--- src/design/b3pow_pkg.sv ---
`timescale 1ns / 1ps
package b3pow_pkg;
	typedef logic [31:0] word_t;
	typedef word_t [15:0] state_t;
	typedef word_t [7:0] seed_t;

	localparam int NUM_ROUNDS = 7;
	localparam int NUM_CELLS = NUM_ROUNDS * 4;
	localparam int LATENCY = NUM_CELLS + 2;
	localparam int CFG_IDX_W = 3;
	localparam int CNT_W = 9;

	typedef enum logic [CFG_IDX_W-1:0] {
		REG_SEED01 = 3'd0,
		REG_SEED23 = 3'd1,
		REG_SEED45 = 3'd2,
		REG_SEED67 = 3'd3,
		REG_DIFF   = 3'd4
	} cfg_reg_t;

	localparam word_t IV [8] = '{
		32'h6A09E667, 32'hBB67AE85, 32'h3C6EF372, 32'hA54FF53A,
		32'h510E527F, 32'h9B05688C, 32'h1F83D9AB, 32'h5BE0CD19
	};
	localparam word_t MSG_LEN_BYTES = 32'd40;
	localparam word_t BLOCK_FLAGS = 32'd11;

	localparam int PERM [16] = '{2, 6, 3, 10, 7, 0, 4, 13, 1, 11, 12, 5, 9, 14, 15, 8};

	// message word used at position pos of round r
	function automatic int msg_idx(input int r, input int pos);
		int idx;
		idx = pos;
		for (int k = 0; k < NUM_ROUNDS; k++) begin
			if (k < r) idx = PERM[idx];
		end
		return idx;
	endfunction

	// initial compression state
	function automatic state_t init_state();
		state_t v;
		for (int i = 0; i < 8; i++) v[i] = IV[i];
		for (int i = 0; i < 4; i++) v[8+i] = IV[i];
		v[12] = '0;
		v[13] = '0;
		v[14] = MSG_LEN_BYTES;
		v[15] = BLOCK_FLAGS;
		return v;
	endfunction
endpackage

--- src/design/b3pow_lzc.sv ---
`timescale 1ns / 1ps
// Final xor, leading zero count in two steps, difficulty compare.
module b3pow_lzc (
	input  logic              clk,
	input  logic              arst_n,
	input  logic [6:0]        difficulty,
	input  logic              vld_in,
	input  logic [63:0]       nonce_in,
	input  b3pow_pkg::state_t v_in,
	output logic              done,
	output logic [63:0]       nonce_echo,
	output logic              meets_difficulty,
	output logic [63:0]       digest_01,
	output logic [63:0]       digest_23,
	output logic [63:0]       digest_45,
	output logic [63:0]       digest_67
);
	import b3pow_pkg::*;

	word_t       h [8];
	logic [5:0]  wcnt [8];
	logic        vld_s1;
	logic [63:0] nonce_s1;
	word_t       h_s1 [8];
	logic [5:0]  wcnt_s1 [8];
	logic [CNT_W-1:0] total;

	// per-word count, bytes in order, msb of each byte first
	always_comb begin
		logic [31:0] r;
		for (int k = 0; k < 8; k++) begin
			h[k] = v_in[k] ^ v_in[k+8];
			r = {h[k][7:0], h[k][15:8], h[k][23:16], h[k][31:24]};
			wcnt[k] = 6'd32;
			for (int i = 0; i < 32; i++) begin
				if (r[i]) wcnt[k] = 6'(31 - i);
			end
		end
	end

	always_ff @(posedge clk) begin
		nonce_s1 <= nonce_in;
		h_s1 <= h;
		wcnt_s1 <= wcnt;
	end

	// combine word counts while leading words are all zero
	always_comb begin
		logic open;
		total = '0;
		open = 1'b1;
		for (int k = 0; k < 8; k++) begin
			if (open) total = total + CNT_W'(wcnt_s1[k]);
			if (wcnt_s1[k] != 6'd32) open = 1'b0;
		end
	end

	always_ff @(posedge clk or negedge arst_n) begin
		if (!arst_n) begin
			vld_s1 <= 1'b0;
			done <= 1'b0;
		end else begin
			vld_s1 <= vld_in;
			done <= vld_s1;
		end
	end

	// hold the result for its one-cycle transfer
	always_ff @(posedge clk) begin
		nonce_echo <= nonce_s1;
		meets_difficulty <= (total >= CNT_W'(difficulty));
		digest_01 <= {h_s1[1], h_s1[0]};
		digest_23 <= {h_s1[3], h_s1[2]};
		digest_45 <= {h_s1[5], h_s1[4]};
		digest_67 <= {h_s1[7], h_s1[6]};
	end
endmodule

--- config.mk ---
export PLATFORM = sky130hd
export DESIGN_NAME = b3pow_lzc
export DESIGN_NICKNAME = d
export VERILOG_FILES = /design/src/design/b3pow_pkg.sv /design/src/design/b3pow_lzc.sv
export SDC_FILE = /design/constraint.sdc
export NUM_CORES = 1
export LEC_CHECK = 0
export BUFFER_PORTS_ARGS = -buffer_cell sky130_fd_sc_hd__buf_2
export CAP_MARGIN = 5
export CORE_AREA = 5 5 349 351
export CTS_BUF_LIST = sky130_fd_sc_hd__clkbuf_16
export DETAILED_ROUTE_END_ITERATION = 10
export DIE_AREA = 0 0 354 356
export PLACE_DENSITY_LB_ADDON = 0.12
export SYNTH_ARGS = -nofsm -noshare
export SYNTH_HDL_FRONTEND = slang
export SYNTH_SLANG_ARGS = --single-unit
--- constraint.sdc ---
create_clock -name clk -period 9.2 [get_ports clk]
set_input_delay 0.92 -clock clk [delete_from_list [all_inputs] [get_ports clk]]
set_output_delay 0.92 -clock clk [all_outputs]
set_load 0.005 [all_outputs]
== Word level (Yosys, flattened, before mapping) ==
Cells that the tools add are included.

* Add/sub/neg operators: 7
* $lt $le $gt $ge: 1
* Eq/ne operators: 7
* Mux-type cells: 262
* Bitwise operators: 8
* Reductions and logical operators: 40

{| class="wikitable"
|+ Operators with widths
! kind !! count
|-
| $mux 5 || 120
|-
| $mux 4 || 64
|-
| $xor 32x32->32 || 8
|-
| $reduce_or 31->1 || 8
|-
| $reduce_or 16->1 || 8
|-
| $mux 3 || 32
|-
| $reduce_or 8->1 || 8
|-
| $add 9x6->9 || 6
|-
| $mux 9 || 6
|-
| $mux 6 || 8
|-
| $ne 6x6->1 const B || 7
|-
| $mux 2 || 16
|-
| $reduce_or 4->1 || 8
|-
| $reduce_or 2->1 || 8
|-
| $mux 1 || 15
|-
| $ge 9x7->1 || 1
|-
| $add 6x6->7 || 1
|-
| $mux 7 || 1
|}

* Register bits: 691
* Bits of input ports: 586
* Output and inout bits: 322
* Logic and storage cells: 390

== Depth between registers and ports, before layout ==
Gate-level depths: netlist of run 1.

* Depth after elaboration: 32
* Gate-level depth with buffers: 41
* Depth with buffers taken out: 41

== Worst setup path before layout of run 1 ==
Ideal clock, no wire load.

* Kind: reg-to-reg
* Start point: register wcnt_s1[43] in the netlist's numbering
* End point: register meets_difficulty
* Data arrival time: 7.343 ns
* Data required time: 9.075 ns
* Setup slack: 1.732 ns
* Stages on the path, launching flop included: 39
* Period minus slack after synthesis: 7.468 ns
* Path through: dfxtp_1 -> nor4_4 -> and2_1 -> buf_2 -> a21o_1 -> ha_1 -> inv_1 -> fa_1 -> nand3_1 -> o21ai_0 -> inv_1 -> ha_1 -> a21o_1 -> a211oi_1 -> nor3_1 -> a21o_1 -> ha_1 -> o21ai_0 -> [... 3 more ...] -> ha_1 -> xor2_1 -> mux2_2 -> ha_1 -> or2_2 -> o21ai_0 -> nand2_1 -> o21a_1 -> ha_1 -> a21oi_1 -> xnor2_1 -> nor2_1 -> a311oi_1 -> ha_1 -> o21ai_0 -> nand2b_1 -> a2111oi_4 -> a21oi_1

* Word-level cells in the longest chain between the ends: 15
* Elaborated cells between the ends (all ways): 23
* Those cells by class: add/sub (7); order compare (1); eq/ne (1); mux (14)

{| class="wikitable"
|+ RTL lines
! item !! RTL line !! RTL
|-
| from (decl) || b3pow_lzc.sv:25 || <nowiki>logic [5:0] wcnt_s1 [8];</nowiki>
|-
| from (signal assigned) || b3pow_lzc.sv:44 || <nowiki>wcnt_s1 <= wcnt;</nowiki>
|-
| $add 6x6->7 or $ne 6x6->1 (tied branches) || b3pow_lzc.sv:53, b3pow_lzc.sv:54 ||
|-
| $mux 7 or $mux 1 (tied branches) || b3pow_lzc.sv:53, b3pow_lzc.sv:54 ||
|-
| $add 9x6->9 or $mux 1 (tied branches) || b3pow_lzc.sv:53, b3pow_lzc.sv:54 ||
|-
| $mux 9 || b3pow_lzc.sv:53 || <nowiki>if (open) total = total + CNT_W'(wcnt_s1[k]);</nowiki>
|-
| $add 9x6->9 || b3pow_lzc.sv:53 ||
|-
| $mux 9 || b3pow_lzc.sv:53 ||
|-
| $add 9x6->9 || b3pow_lzc.sv:53 ||
|-
| $mux 9 || b3pow_lzc.sv:53 ||
|-
| $add 9x6->9 || b3pow_lzc.sv:53 ||
|-
| $mux 9 || b3pow_lzc.sv:53 ||
|-
| $add 9x6->9 || b3pow_lzc.sv:53 ||
|-
| $mux 9 || b3pow_lzc.sv:53 ||
|-
| $add 9x6->9 || b3pow_lzc.sv:53 ||
|-
| $mux 9 * || b3pow_lzc.sv:53 ||
|-
| $ge 9x7->1 * || b3pow_lzc.sv:71 || <nowiki>meets_difficulty <= (total >= CNT_W'(difficulty));</nowiki>
|-
| to (signal assigned) || b3pow_lzc.sv:71 ||
|-
| to (decl) || b3pow_lzc.sv:12 || <nowiki>output logic meets_difficulty,</nowiki>
|}

Mark *: on every way between the ends. The rest lies on a longest branch, timed or not.
A chain may end at the register's enable or synchronous reset.

== Worst setup path after layout of run 1 ==
* Start point: register wcnt_s1[42] in the netlist's numbering
* End point: register meets_difficulty

Same word-level chain as after synthesis.

==> results of run 1 <==
==> cells in the mapped netlist (24+ instances only) <==
| cell | n |
|---|---|
| a21boi_0 | 24 |
| a21oi_1 | 90 |
| dfxtp_1 | 689 |
| ha_1 | 50 |
| inv_1 | 98 |
| nand2_1 | 91 |
| nor2_1 | 173 |
| nor2b_1 | 29 |
| nor3_1 | 44 |
| o21ai_0 | 62 |
| xnor2_1 | 59 |
| xor2_1 | 227 |
==> cells by family (layout without fill, tap and decap cells) <==
group	Yosys count	in the layout
XOR/XNOR	287	287
other	0	2
AND/OR/NAND/NOR	430	430
AO/OA/AOI/OAI	307	307
adder cells (fa/ha/maj)	57	57
buffers and inverters	105	1162
multiplexers	21	21
flip-flops	691	691
==> registers in the layout, indices dropped and copies added (netlist names) <==
register and flops:
digest_01 64, digest_23 64, digest_45 64, digest_67 64
done 1, h_s1 256, meets_difficulty 1, nonce_echo 64
nonce_s1 64, vld_s1 1, wcnt_s1 48
==> critical path, delay by kind of cell, from the launching register on <==
family	cells	cell delay, ps
AOI/OAI and AO/OA	17	3110
xor gates and xnor gates	3	590
adders and majority gates	9	2720
DFF	1	360
muxes	2	570
and+or+nand+nor	5	720
==> per-layer routing <==
metal	vias to the layer above	part of all wire, %	global-route usage (%)	routed length, microns
met3	126	7.6	3.55	5860
met5	-	0.035	0	27
met4	4	2.8	4.04	2200
li1	8298	-	-	-
met1	7212	37	12.5	28900
met2	573	52	21.9	40400
==> metrics by stage <==
step                      power (uW)  util, %  area (sq um)
final                           7230     26.1         30900
after global routing            7630     26.0         30900
after CTS                       7430     26.0         30900
after detailed placement        4210     23.8         28300
after global placement          4210     23.8         28300
after floorplan                 3710        -         21800
==> power groups by stage <==
stage / registers, uW / clock network [uW] / logic, uW
finish: 3340 / 3120 / 769
detailed placement: 3410 / 0 / 801
CTS: 3350 / 3270 / 806
global route: 3370 / 3390 / 863
global placement: 3410 / 0 / 806
floorplan: 3420 / 0 / 290
==> repair_timing <==
action	CTS	global route
endpoints found under the hold margin	2	0
endpoints found under the setup margin	0	0
resized for setup	0	0
hold buffers	1	0
==> final timing paths <==
path	to	slack, ps	cells past startpoint	from
min in group asynchronous	vld_s1	620	2	arst_n
max reg2reg	meets_difficulty	980	36	wcnt_s1[42]
max in group asynchronous	done	8470	2	arst_n
max	meets_difficulty	980	36	wcnt_s1[42]
min	digest_01[47]	310	0	h_s1[207]
min reg2reg	digest_01[47]	310	0	h_s1[207]
==> layout make-up <==
class | count | area share (%)
flip-flops and latches | 691 | 44.8
multi-input cells | 1102 | 24.5
repair buffers | 912 | 14.8
clock buffers | 84 | 6.80
well taps | 1548 | 6.26
clock inverters | 68 | 1.70
inverters | 98 | 1.19
diodes | 2 | 0.0162
==> flow_summary.json, run 1 <==
{
  "sw_frac_of_total_pct": 25.2,
  "track_usage_pct": 11.7,
  "final_common_cell": "buf_2",
  "cts_max_level": 3,
  "cts.clk_slew.worst_paths_ps": 60,
  "leakage_uw": 0.0144,
  "vias": 16213,
  "clockPowerShare_pct": 43.1,
  "finalClockSkew_ps": 18.5,
  "worstMarginPinSlew_ps": 924,
  "yosysSeqAreaShare_pct": 63.5,
  "finalNetCount": 3531,
  "synthAdderAreaFrac_pct": 3.51,
  "cts_buffer_depth": 3,
  "ys_warn_count": 0,
  "multi_input_area_sq_um": 7570,
  "post_route_cells_drive_above_1_share_pct": 36.0,
  "hold_slack_ps": 308,
  "dp_cells": 4350,
  "drtIter0Drc": 569,
  "cts_buffers": 83,
  "setup_tns_ps": 0,
  "cp.arrival_ps": 8720,
  "first_global_vias": 16962,
  "seqPwrFrac_pct": 46.2,
  "syn_nets": 2541,
  "hold_path_class": "reg -> reg",
  "post-route-period-util_pct": 89.3,
  "dp_hpwl_microns": 64700,
  "p_per_area_nw_per_um2": 234,
  "cp-end-kind": "flop",
  "grt-ovfl-total": 0,
  "post_drt_wl_per_cell_microns": 17.2,
  "async_flop_share_pct": 0.289,
  "core_area_sq_um": 119000,
  "maxCapViolCount": 0,
  "die_area_sq_um": 126000,
  "first_pass_iters": 6,
  "fmax_ghz": 0.122,
  "root_buffer": "clkbuf_16",
  "wl_microns": 77400,
  "portBuffers": 907,
  "crit_required_ps": 9710,
  "internal_power_uw": 5410,
  "seq_area_sq_um": 13800,
  "combPwrFrac_pct": 10.6,
  "yosys.area.top_type": "dfxtp_1",
  "setup_slack_ps": 985,
  "cts_sinks": 691,
  "post_cts_buffers": 0,
  "layout_common_cells": "buf_2 (907), dfxtp_1 (689), xor2_1 (227)",
  "synthSimpleGateAreaFrac_pct": 9.30,
  "synth_compound_area_share_pct": 9.23,
  "num_io_pins": 908,
  "cp-start-kind": "flop",
  "synth_top_family_by_area": "XOR/XNOR gates",
  "ys.flop_type": "dfxtp_1",
  "final_antenna_net_count": 0,
  "synth_cells": 1898,
  "crit_slowest_cell": "fa_1",
  "synth_edf_count": 0,
  "fin_cells": 4505,
  "synth-seq-cells": 691,
  "area_delta_synth_final_pct": 41.8,
  "relSlewSlack_pct": 37.6,
  "antenna_found_initial": 5,
  "crit_top_cell": "ha_1",
  "pre_cts_ws_ps": 978,
  "grt_pass1_wl_microns": 110000,
  "ir_drop_v": 0.000128,
  "slew_viol_final": 0,
  "min_period_ps": 8220,
  "synth_top_area_share_pct": 63.2,
  "synthXorXnorAreaFrac_pct": 11.6,
  "synthMuxAreaShare_pct": 1.06,
  "netlist_area_sq_um": 21800,
  "die_y_microns": 356,
  "outcome": "completed",
  "path_max_fanout": 4,
  "finalHoldViolations": 0,
  "critical_path_class": "reg -> reg",
  "avgSynthCellArea_sq_um": 11.5,
  "setup_viol": 0,
  "p_sw_uw": 1820,
  "insertion_delay_ps": 640,
  "cts_tree": "built",
  "synth_cell_type_count": 68,
  "fillers": 12774,
  "synth.top_cells.by_area": "dfxtp_1 (63%), xor2_1 (9.1%), nor2_1 (3.0%)",
  "gp_congestion": 0.858,
  "rows": 127,
  "grt_start_max_net_pins": 15,
  "start_util_pct": 18.4,
  "drc": 0,
  "cpPeakStageDelay_ps": 410,
  "viasPerCell": 3.60,
  "grt_setup_unrepaired": "false",
  "die_w_microns": 354
}
(Power assumes the default switching activity.)
==> run 2, diff against run 1 <==
==> constraint.sdc (replaced) <==
create_clock -name clk -period 7.2 [get_ports clk]
set_input_delay 0.72 -clock clk [delete_from_list [all_inputs] [get_ports clk]]
set_output_delay 0.72 -clock clk [all_outputs]
set_load 0.05 [all_outputs]
==> flow_summary.json, run 2 (same netlist as run 1, synthesis figures left out) <==
{
  "crit_required_ps": 7730,
  "vias": 16568,
  "die_w_microns": 354,
  "post-route-period-util_pct": 101,
  "cts_max_level": 3,
  "ir_drop_v": 0.000207,
  "setup_tns_ps": -71.7,
  "setup_slack_ps": -71.7,
  "worstMarginPinSlew_ps": 921,
  "finalClockSkew_ps": 22.1,
  "critical_path_class": "reg -> reg",
  "rows": 127,
  "cpPeakStageDelay_ps": 540,
  "cts_sinks": 691,
  "fillers": 12709,
  "cts.clk_slew.worst_paths_ps": 60,
  "use_met1_pct": 13.2,
  "cts_tree": "built",
  "use_met3_pct": 3.73,
  "setup_viol": 1,
  "layout_common_cells": "buf_2 (907), dfxtp_1 (685), xor2_1 (226)",
  "antenna_found_initial": 9,
  "grt_pass1_wl_microns": 111000,
  "final_common_cell": "buf_2",
  "post_route_cells_drive_above_1_share_pct": 40.1,
  "dp_hpwl_microns": 65600,
  "insertion_delay_ps": 650,
  "cts_buffers": 80,
  "area_delta_synth_final_pct": 46.7,
  "grt_start_max_net_pins": 14,
  "cp-start-kind": "flop",
  "cp-end-kind": "flop",
  "core_area_sq_um": 119000,
  "post_drt_wl_per_cell_microns": 17.2,
  "crit_slowest_cell": "fa_2",
  "start_util_pct": 18.4,
  "final_antenna_net_count": 0,
  "multi_input_area_sq_um": 8020,
  "hold_path_class": "in -> reg",
  "min_period_ps": 7270,
  "grt-ovfl-total": 0,
  "top_usage_layer": "met2",
  "dp_cells": 4424,
  "gp_congestion": 0.820,
  "viasPerCell": 3.61,
  "relSlewSlack_pct": 38.4,
  "first_global_vias": 16967,
  "pre_cts_ws_ps": -632,
  "first_pass_iters": 5,
  "wl_microns": 79100,
  "finalHoldViolations": 0,
  "hold_slack_ps": 165,
  "maxCapViolCount": 0,
  "use_met2_pct": 21.7,
  "cp.arrival_ps": 7800,
  "seq_area_sq_um": 13900,
  "largest_reg_flops": 256,
  "outcome": "finished, violations left",
  "p_per_area_nw_per_um2": 306,
  "drtIter0Drc": 513,
  "regMostFlops": "h_s1",
  "fmax_ghz": 0.138,
  "fin_cells": 4594,
  "drc": 0,
  "path_max_fanout": 3,
  "die_area_sq_um": 126000,
  "slew_viol_final": 0,
  "root_buffer": "clkbuf_16",
  "grt_setup_unrepaired": "true",
  "track_usage_pct": 11.9,
  "violations": "negative setup slack",
  "leakage_uw": 0.0148,
  "cts_buffer_depth": 3,
  "portBuffers": 907,
  "finalNetCount": 3617,
  "num_io_pins": 908,
  "power_uw": 9780,
  "die_y_microns": 356
}
## run 2: cell count changes in the layout (fill, tap and decap cells not counted), moves of 5 or more
cell / change
buf_4: +89
diode_2: +6
o21ai_0: -12
a21oi_2: +14
ha_1: -17
clkinv_1: -5
o21ai_1: +6
a21oi_1: -15
o21ai_2: +5
ha_4: +17
## run 2: where the power goes
| group | internal (uW) | switching (uW) |
|---|---|---|
| sequential | 4190 | 89.7 |
| clock | 2200 | 1680 |
| combinational | 447 | 1170 |
## run 2: cell type report
| class | count | share of cell area [%] |
|---|---|---|
| clock buffer | 80 | 6.26 |
| timing repair buffer | 1001 | 16.4 |
| tap | 1548 | 6.05 |
| sequential | 691 | 43.3 |
| antenna | 8 | 0.0626 |
| multi-input combinational | 1102 | 25.1 |
| inverter | 98 | 1.15 |
| clock inverter | 66 | 1.72 |
## run 2: worst paths after layout
check                      slack, ps               end  depth (start not counted)    startpoint
setup / recovery                 -70  meets_difficulty                         34   wcnt_s1[42]
hold / removal                   160      nonce_s1[60]                          1  nonce_in[60]
setup reg to reg                 -70  meets_difficulty                         34   wcnt_s1[42]
hold reg to reg                  310     digest_23[13]                          0     h_s1[173]
max in group asynchronous       6720              done                          2        arst_n
min in group asynchronous        380            vld_s1                          2        arst_n
## run 2: per-layer routing
metal  vias up  share of wire (%)  wire (microns)
li1       8479                  -               -
met1      7464                 39           30800
met2       505                 51           40700
met3       114                6.8            5380
met4         6                2.8            2200
met5         -              0.049              39
## run 2: metrics by stage
stage	util, %	area, sq um
final	27.0	32000
after detailed placement	24.3	28900
after global routing	26.9	32000
after floorplan	-	21900
after global placement	24.3	28900
after CTS	26.8	31800
## run 2: timing repair
action | in CTS | in global routing
hold buffers | 1 | 0
setup endpoints to repair | 1 | 1
hold endpoints to repair | 2 | 0
gates resized for setup | 66 | 23
buffers inserted | 10 | 5
pin swaps | 29 | 24
## run 2: worst max-delay path: cells and delay by family (launching register included)
kind,cells,cell delay (ps)
AND/OR/NAND/NOR,6,500
buffers and inverters,4,320
AO/OA/AOI/OAI,13,1970
flip-flops,1,360
XOR/XNOR,1,120
adder cells (fa/ha/maj),9,3670
multiplexers,1,220
==> run 3, diff against run 2 <==
==> constraint.sdc (replaced) <==
create_clock -name clk -period 7.2 [get_ports clk]
set_input_delay 0 -clock clk [delete_from_list [all_inputs] [get_ports clk]]
set_output_delay 0 -clock clk [all_outputs]
set_load 0.05 [all_outputs]
==> flow_summary.json, run 3 (same netlist as run 1, synthesis figures left out) <==
{
  "fillers": 12243,
  "first_pass_iters": 4,
  "crit_slowest_cell": "fa_2",
  "dp_hpwl_microns": 65600,
  "whs_path_depth": 6,
  "track_usage_pct": 13.3,
  "critical_path_class": "reg -> reg",
  "wl_microns": 88000,
  "post-route-period-util_pct": 101,
  "setup_tns_ps": -73.3,
  "cts_buffer_depth": 3,
  "final_antenna_net_count": 0,
  "cp-start-kind": "flop",
  "portBuffers": 907,
  "seq_area_sq_um": 13900,
  "wirelength_met1_microns": 34200,
  "die_w_microns": 354,
  "drc": 0,
  "largest_reg_flops": 256,
  "cts.clk_slew.worst_paths_ps": 60,
  "num_io_pins": 908,
  "antenna_found_initial": 7,
  "outcome": "finished, violations left",
  "grt_pass1_wl_microns": 127000,
  "die_y_microns": 356,
  "relSlewSlack_pct": 41.5,
  "core_area_sq_um": 119000,
  "violations": "negative setup slack",
  "grt-ovfl-total": 0,
  "reg2reg_slack_ps": -70,
  "crit_required_ps": 7730,
  "grt_start_max_net_pins": 14,
  "dr_wl_met2_microns": 45500,
  "p_per_area_nw_per_um2": 265,
  "pre_cts_ws_ps": -632,
  "grt_setup_unrepaired": "true",
  "finalClockSkew_ps": 22.7,
  "wl_met3_microns": 5250,
  "timing.rr.start": "wcnt_s1[42]",
  "hold_path_class": "in -> reg",
  "post_route_cells_drive_above_1_share_pct": 33.0,
  "cpPeakStageDelay_ps": 550,
  "maxCapViolCount": 0,
  "die_area_sq_um": 126000,
  "regMostFlops": "h_s1",
  "cp.arrival_ps": 7810,
  "first_global_vias": 20656,
  "slew_viol_final": 0,
  "cts_sinks": 691,
  "cts_buffers": 80,
  "cp-end-kind": "flop",
  "start_util_pct": 18.4,
  "final_common_cell": "buf_2",
  "min_period_ps": 7270,
  "viasPerCell": 3.69,
  "cts_tree": "built",
  "finalNetCount": 4277,
  "leakage_uw": 0.0176,
  "ir_drop_v": 0.000207,
  "fmax_ghz": 0.137,
  "cts_max_level": 3,
  "post_drt_wl_per_cell_microns": 16.8,
  "insertion_delay_ps": 650,
  "worst_hold_startpoint": "v_in[334]",
  "layout_common_cells": "buf_2 (907), dfxtp_1 (685), dlygate4sd3_1 (661)",
  "rows": 127,
  "vias": 19358,
  "multi_input_area_sq_um": 8020,
  "r2r_end": "meets_difficulty",
  "hold_end": "wcnt_s1[30]",
  "top_layer": "met5",
  "area_delta_synth_final_pct": 76.9,
  "setup_slack_ps": -73.3,
  "gp_congestion": 0.820,
  "worstMarginPinSlew_ps": 875,
  "finalHoldViolations": 0,
  "ff2ff_path_depth": 34,
  "setup_viol": 1,
  "root_buffer": "clkbuf_16",
  "drtIter0Drc": 592,
  "path_max_fanout": 3
}
==> run 3: cell count changes in the layout (fill, tap and decap cells not counted), sizes merged <==
cell         previous run  this run
diode                   8         4
dlygate4sd3             1       661
==> run 3: final cells by class <==
cell class	instances	area share, %
Sequential cell	691	35.9
Timing Repair Buffer	1661	30.7
Multi-Input combinational cell	1102	20.8
Clock buffer	80	5.19
Tap cell	1548	5.02
Clock inverter	66	1.43
Inverter	98	0.953
Antenna cell	4	0.0259
==> run 3: per-layer routing <==
metal / vias to the layer above / track usage, %
li1: 9802 / -
met1: 8874 / 14.5
met2: 540 / 24.9
met3: 138 / 3.70
met4: 4 / 4.53
met5: - / 0
==> run 3: worst max-delay path by stage <==
stage                     start                to  slack [ps]  depth (start not counted)
floorplan           wcnt_s1[42]  meets_difficulty          20                         38
global placement    wcnt_s1[42]  meets_difficulty        -490                         36
detailed placement  wcnt_s1[42]  meets_difficulty        -630                         36
CTS                 wcnt_s1[42]  meets_difficulty         -20                         37
global route        wcnt_s1[42]  meets_difficulty        -470                         37
finish              wcnt_s1[42]  meets_difficulty         -70                         34
==> run 3: stage by stage <==
step	hold WS [ps]	utilization, %	total power, uW	cell area (sq um)	cells
6_report	23.9	32.5	10200	38600	5250
5_1_grt	29.1	32.5	10700	38600	5247
4_1_cts	0.331	32.4	10400	38400	5241
3_5_place_dp	-211	24.3	6000	28900	4424
3_3_place_gp	-212	24.3	6000	28900	4424
2_1_floorplan	-296	-	5320	21900	1898
==> run 3: repair_timing <==
action / 4_1_cts / 5_1_grt
hold buffers: 661 / 0
gates resized for setup: 66 / 23
endpoints found under the setup margin: 1 / 1
gates cloned: 0 / 0
setup buffers: 10 / 5
endpoints found under the hold margin: 368 / 0
pin swaps: 29 / 24
==> run 3: power by group <==
group          total, uW  switching, uW  internal, uW
Clock               3890           1690          2200
Combinational       2040           1270           772
Sequential          4280           90.8          4180
Total              10200           3060          7160
==> run 3: critical path, delay by kind of cell (launching register included) <==
| family | cells | cell delay (ps) |
|---|---|---|
| AO/OA/AOI/OAI | 13 | 1970 |
| XOR/XNOR | 1 | 120 |
| adder cells (fa/ha/maj) | 9 | 3680 |
| buffers and inverters | 4 | 320 |
| flip-flops | 1 | 360 |
| multiplexers | 1 | 220 |
| AND/OR/NAND/NOR | 6 | 500 |
